### config.mk
export PLATFORM = sky130hd
export DESIGN_NAME = tms_rule_scan
export DESIGN_NICKNAME = d
export VERILOG_FILES = /design/src/tms_pkg.sv /design/src/tms_rule_scan.sv
export SDC_FILE = /design/constraint.sdc
export NUM_CORES = 2
export LEC_CHECK = 0
export BUFFER_PORTS_ARGS = -buffer_cell sky130_fd_sc_hd__buf_2
export CORE_MARGIN = 5
export CORE_UTILIZATION = 40
export CTS_CLUSTER_SIZE = 14
export DETAILED_ROUTE_END_ITERATION = 12
export SETUP_SLACK_MARGIN = 0.4
export SYNTH_ARGS = -nofsm -noshare
export SYNTH_HDL_FRONTEND = slang
export SYNTH_SLANG_ARGS = --single-unit
export TNS_END_PERCENT = 20
### constraint.sdc
create_clock -name clock -period 14.1 [get_ports clock]
set_input_delay 1.41 -clock clock [delete_from_list [all_inputs] [get_ports clock]]
set_output_delay 1.41 -clock clock [all_outputs]
set_load 0.1 [all_outputs]
### src/tms_pkg.sv
package tms_pkg;

   // Tape and rule symbols
   localparam logic [7:0] SYM_DOLLAR = 8'd36;
   localparam logic [7:0] SYM_BLANK  = 8'd32;
   localparam logic [7:0] SYM_LEFT   = 8'd76;
   localparam logic [7:0] SYM_RIGHT  = 8'd82;
   localparam logic [7:0] SYM_NONE   = 8'd78;

   // Item operation codes
   localparam logic [1:0] OP_LOAD_RULE  = 2'd0;
   localparam logic [1:0] OP_WRITE_TAPE = 2'd1;
   localparam logic [1:0] OP_STEP       = 2'd2;
   localparam logic [1:0] OP_READ_TAPE  = 2'd3;

   // Head move codes
   localparam logic [1:0] MOVE_NONE  = 2'd0;
   localparam logic [1:0] MOVE_LEFT  = 2'd1;
   localparam logic [1:0] MOVE_RIGHT = 2'd2;

   // Configuration register indexes
   localparam logic [1:0] CSR_COLUMN_COUNT = 2'd0;
   localparam logic [1:0] CSR_HEAD_START   = 2'd1;
   localparam logic [1:0] CSR_TAPE_LENGTH  = 2'd2;

   // Configuration reset values
   localparam logic [4:0]  RST_COLUMN_COUNT = 5'd16;
   localparam logic [12:0] RST_HEAD_START   = 13'd4096;
   localparam logic [13:0] RST_TAPE_LENGTH  = 14'd8192;
   localparam logic [3:0]  RST_ROW          = 4'd1;

   // One rule table entry
   typedef struct packed {
      logic [1:0] move;
      logic [3:0] next_row;
      logic [7:0] symbol;
   } rule_entry_type;

   localparam rule_entry_type RULE_BLANK = '{move: MOVE_NONE, next_row: 4'd0,
                                             symbol: SYM_BLANK};

   // Rule table write request
   typedef struct packed {
      logic           we;
      logic [3:0]     row;
      logic [3:0]     col;
      rule_entry_type rule;
   } rule_write_type;

   // Column scan request
   typedef struct packed {
      logic       start;
      logic [3:0] row;
      logic [7:0] ch;
      logic [4:0] cols;
   } scan_ctrl_type;

   // Column scan result
   typedef struct packed {
      logic           done;
      logic           hit;
      rule_entry_type rule;
   } scan_status_type;

   // Sequencer states
   typedef enum logic [2:0] {
      ST_CLEAR,
      ST_IDLE,
      ST_EXEC,
      ST_READ,
      ST_SCAN,
      ST_APPLY,
      ST_RESP
   } state_type;

endpackage

### src/tms_rule_scan.sv
module tms_rule_scan
   import tms_pkg::*;
#(
   parameter int NUM_ROWS    = 16,
   parameter int NUM_COLUMNS = 16
) (
   input  logic                                          clock,
   input  logic                                          reset,
   input  logic                                          clear_we,
   input  logic [$clog2(NUM_ROWS * NUM_COLUMNS) - 1:0]   clear_addr,
   input  rule_write_type                                wr,
   input  scan_ctrl_type                                 ctrl,
   output scan_status_type                               status
);

   localparam int RULE_DEPTH = NUM_ROWS * NUM_COLUMNS;
   localparam int RULE_AW    = $clog2(RULE_DEPTH);

   rule_entry_type rule_mem [RULE_DEPTH];

   logic               busy_ff, busy_in;
   logic [4:0]         col_ff, col_in;
   logic               chk_vld_ff, chk_vld_in;
   logic [7:0]         hdr_q_ff;
   rule_entry_type     rule_q_ff;

   logic               row_ok;
   logic [3:0]         row_sel;
   logic               more_cols;
   logic               hit;
   logic               done;
   logic               issue;
   logic               wr_ok;
   logic [RULE_AW-1:0] hdr_addr;
   logic [RULE_AW-1:0] rule_addr;
   logic [RULE_AW-1:0] wr_addr;

   // Decode the scan step: check the entry read last cycle, issue the next column
   always_comb begin
      row_ok    = 32'(ctrl.row) < NUM_ROWS;
      row_sel   = row_ok ? ctrl.row : 4'd0;
      more_cols = col_ff < ctrl.cols;
      hit       = chk_vld_ff && (hdr_q_ff == ctrl.ch) && (rule_q_ff.symbol != SYM_BLANK)
                  && row_ok;
      done      = busy_ff && (hit || (!more_cols && !chk_vld_ff));
      issue     = busy_ff && more_cols && !hit;
      hdr_addr  = RULE_AW'(col_ff);
      rule_addr = RULE_AW'(row_sel) * RULE_AW'(NUM_COLUMNS) + RULE_AW'(col_ff);
      wr_ok     = wr.we && (32'(wr.row) < NUM_ROWS) && (32'(wr.col) < NUM_COLUMNS);
      wr_addr   = RULE_AW'(wr.row) * RULE_AW'(NUM_COLUMNS) + RULE_AW'(wr.col);

      busy_in    = ctrl.start ? 1'b1 : (done ? 1'b0 : busy_ff);
      col_in     = ctrl.start ? 5'd1 : (issue ? col_ff + 5'd1 : col_ff);
      chk_vld_in = issue;

      status.done = done;
      status.hit  = hit;
      status.rule = rule_q_ff;
   end

   // Advance the scan counters
   always_ff @(posedge clock) begin
      if (reset) begin
         busy_ff    <= 1'b0;
         col_ff     <= 5'd1;
         chk_vld_ff <= 1'b0;
      end else begin
         busy_ff    <= busy_in;
         col_ff     <= col_in;
         chk_vld_ff <= chk_vld_in;
      end
   end

   // Write the rule table: clearing pass first, then rule loads
   always_ff @(posedge clock) begin
      if (clear_we) begin
         rule_mem[clear_addr] <= RULE_BLANK;
      end else if (wr_ok) begin
         rule_mem[wr_addr] <= wr.rule;
      end
   end

   // Read header symbol and current row rule for one column
   always_ff @(posedge clock) begin
      if (issue) begin
         hdr_q_ff  <= rule_mem[hdr_addr].symbol;
         rule_q_ff <= rule_mem[rule_addr];
      end
   end

endmodule

==> metrics.cfg <==
[synth]
ys_ff_latch = 3613
synth.distinct_cells = 73
synthTopCellsByArea = edfxtp_1 (77%), mux4_2 (11%), mux2i_1 (3.1%)
synth_area_um2 = 140000
syn-num-nets = 6680
synth_seq_area_share_pct = 77.4
synth_ff_type = edfxtp_1
synth_commonest_cells = edfxtp_1 (3,606), mux4_2 (682), mux2i_1 (431)
syn_avg_cell_area_um2 = 21.2
synth.most_common_cell = edfxtp_1
synth-async-reset-ratio_pct = 0
yosys.area.top_type_share_pct = 77.3
synth_top_area_cell = edfxtp_1
syn_inst = 6621
synth_edf_count = 3606
yosys_warnings = 0

[clock_network]
path_clk_slew_ns = 0.06
numClockSinks = 3613
hold_buffers = 0
cts-htree-levels = 5
clockRootBuffer = clkbuf_16
cts_tree = done
cts_resized = 0
clk_latency_ns = 0.94
post-cts-setup-buffer-count = 0
cts-buffers-inserted = 372
cts.path.max_buffers = 4

[min_path]
min_path_cells = 2
min_path_type = flip-flop to flip-flop
min-delay-start = busy_ff$_SDFFE_PP0P_
worstHoldEndpoint = busy_ff$_SDFFE_PP0P_

[pwr]
p_switching_mw = 4.75
vdd_drop_max_uv = 105
sequentialPowerShare_pct = 53.2
internal_power_mw = 17.5
pwr_density_cell_nw_per_um2 = 140
p_comb_share_pct = 3.6
cellLeakagePower_nw = 44.8
swShare_pct = 21.4
clockPowerShare_pct = 43.2

[run_status]
violations = capacitance limit, slew limit
outcome = finished, violations left

[drt]
routed_wl_um = 420000
ant_nets = 0
via_count = 72500
drc_errors = 0
viasPerCell = 6.06
wl_per_cell_um = 35.1
firstDrtPassIters = 6
drt_iter0_drc = 10400

[worst_setup_path]
critical-path-top-delay-family = buffers and inverters
ff2ff_path_depth = 10
rr_endpoint = status[12]$_DFFE_PP_
start_kind = flip-flop
critPathCaptureType = flip-flop
rr_startpoint = col_ff[2]$_SDFFE_PP0P_
critPathSlowestCell = a2111oi_0
critical_path_required_ns = 14.71
crit_type = flip-flop to flip-flop
crit_chain = buf_4 -> or3b_4 -> buf_4 -> buf_4 -> buf_4 -> o22ai_1 -> a2111oi_0 -> nor4_1 -> a21oi_1 -> o22ai_1
critPathMaxStageDelay_ns = 1.14
cp.arrival_ns = 6.74
crit_top_cell = buf_4
reg2reg_slack_ns = 7.97
cp_max_fo = 35
crit_buf_inv = 4

[sta]
skew_ns = 0.0597
rsz0062_at_grt = no
fmax_mhz = 163
worst_pin_slew_ns = 1.57
hold_viol_final = 0
timing.slew.headroom_pct = -5.10
fin_tns_setup_ns = 0
drv_slew = 2
fin_crit_sh_pct = 43.4
period_needed_ns = 6.13
setup_violations = 0

[placed_design]
place_congestion = 0.890
hpwl_um = 246000
port-buffer-count = 67

[job]
cap_violations = 2

[cells_and_area]
fill_cells = 29000
fin_nets = 7128
post-route-util_pct = 45.6
syn2layout_area_growth_pct = 13.6
drive_gt1_share_pct = 23.7

[floorplanning]
die_x_um = 602
core_area_um2 = 349000
dieArea_um2 = 362000
initial_core_util_pct = 40.1
die_h_um = 602
ios = 68
fp-row-count = 217

[global_routing]
grt_pass1_wl_um = 581000
track_usage_pct = 22.6
antenna_found_initial = 29
grt_max_degree = 228
grt_pass1_vias = 71300
grt_remaining_overflow = 0

-- kinds of logic after synthesis --
kind of cell             count (synthesis)  share of synthesized area, %
buffers and inverters                  405                          1.80
multiplexers                          1157                          14.8
AO/OA/AOI/OAI                          754                          3.77
flip-flops                            3613                          77.4
XOR/XNOR                                13                        0.0813
AND/OR/NAND/NOR                        672                          2.07
adder cells (fa/ha/maj)                  7                        0.0625
-- tightest hold or removal path: stages, from the launching register on --
cell and delay (ns):
dfxtp_1 0.32, o211ai_1 0.10, a21oi_1 0.07
-- routing by layer --
layer	vias to the layer above	wire, µm	global-route usage, %
met5	-	55	0
met4	8	22500	10.4
met3	814	42400	4.85
met2	4150	196000	35.3
met1	38800	160000	30.7
li1	28700	-	-
-- cell type report --
class | count | area [µm²] | share of cell area (%)
Antenna cell | 19 | 47.5 | 0.0299
Clock inverter | 217 | 2180 | 1.37
Sequential cell | 3613 | 108000 | 68.2
Clock buffer | 447 | 9650 | 6.07
Tap cell | 4599 | 5750 | 3.62
Timing Repair Buffer | 468 | 3550 | 2.23
Inverter | 11 | 47.5 | 0.0299
Multi-Input combinational cell | 2603 | 29400 | 18.5
-- stage by stage --
step	worst slack (ns)	hold WS, ns	cells	power [mW]	area, µm²
detailed placement	7.79	0.526	11300	12.9	147000
global placement	7.70	0.487	11300	12.8	147000
finish	7.97	0.537	12000	22.2	159000
CTS	7.79	0.534	12000	22.4	159000
global route	7.49	0.576	12000	22.8	159000
floorplan	7.55	0.471	6621	12.5	140000
-- layout by cell type, fill, tap and decap left out, types with 10 or more instances in the layout --
cell       Yosys  routed
nor2b_1       15      10
and2_4         0      15
nor2_2         0      18
buf_4         37     385
bufinv_16      0      30
buf_2        123      67
mux4_2       682     682
nor2_1       330     310
nand2_1      170     170
a21oi_1      156     156
mux4_1        37      37
clkbuf_16      0     375
mux2i_1      431     431
buf_12         2      15
clkinv_2       0      72
o22ai_1       78      78
a211oi_1      46      46
o211ai_1      12      12
a22o_1        21      21
clkinv_1       0      86
o21ai_0       81      79
edfxtp_1    3606    3606
a22oi_1      110     110
clkbuf_1     147      72
nand3b_1      20      20
a311oi_1      11      11
nand3_2        0      10
diode_2        0      19
clkinv_16      0      11
nand3_1       54      43
o221ai_1      67      67
a221oi_1      89      89
nor3_1        17      17
-- worst max path at each step --
stage | endpoint | start | slack, ns | depth (start not counted)
after floorplan | rule_mem[0][10]$_DFFE_PP_ | wr[22] | 7.55 | 5
after global placement | status[1]$_DFFE_PP_ | ctrl[13] | 7.70 | 11
after detailed placement | status[1]$_DFFE_PP_ | ctrl[13] | 7.79 | 11
after CTS | status[12]$_DFFE_PP_ | col_ff[0]$_SDFFE_PP1P_ | 7.79 | 10
after global routing | status[12]$_DFFE_PP_ | col_ff[0]$_SDFFE_PP1P_ | 7.49 | 10
final | status[12]$_DFFE_PP_ | col_ff[2]$_SDFFE_PP0P_ | 7.97 | 10
-- state kept, by name, summed over array words and instances (netlist names) --
register,cells
col_ff,5
rule_mem,3584
hdr_q_ff,8
status,14
chk_vld_ff,1
busy_ff,1
-- power groups by stage --
stage	clock network [mW]	registers, mW	logic (mW)
after global placement	0	12.1	0.780
after floorplan	0	12.1	0.450
after CTS	9.72	11.8	0.792
final	9.61	11.8	0.799
after global routing	10.2	11.8	0.823
after detailed placement	0	12.1	0.791
Note: power is estimated with default switching activity, not from simulation.
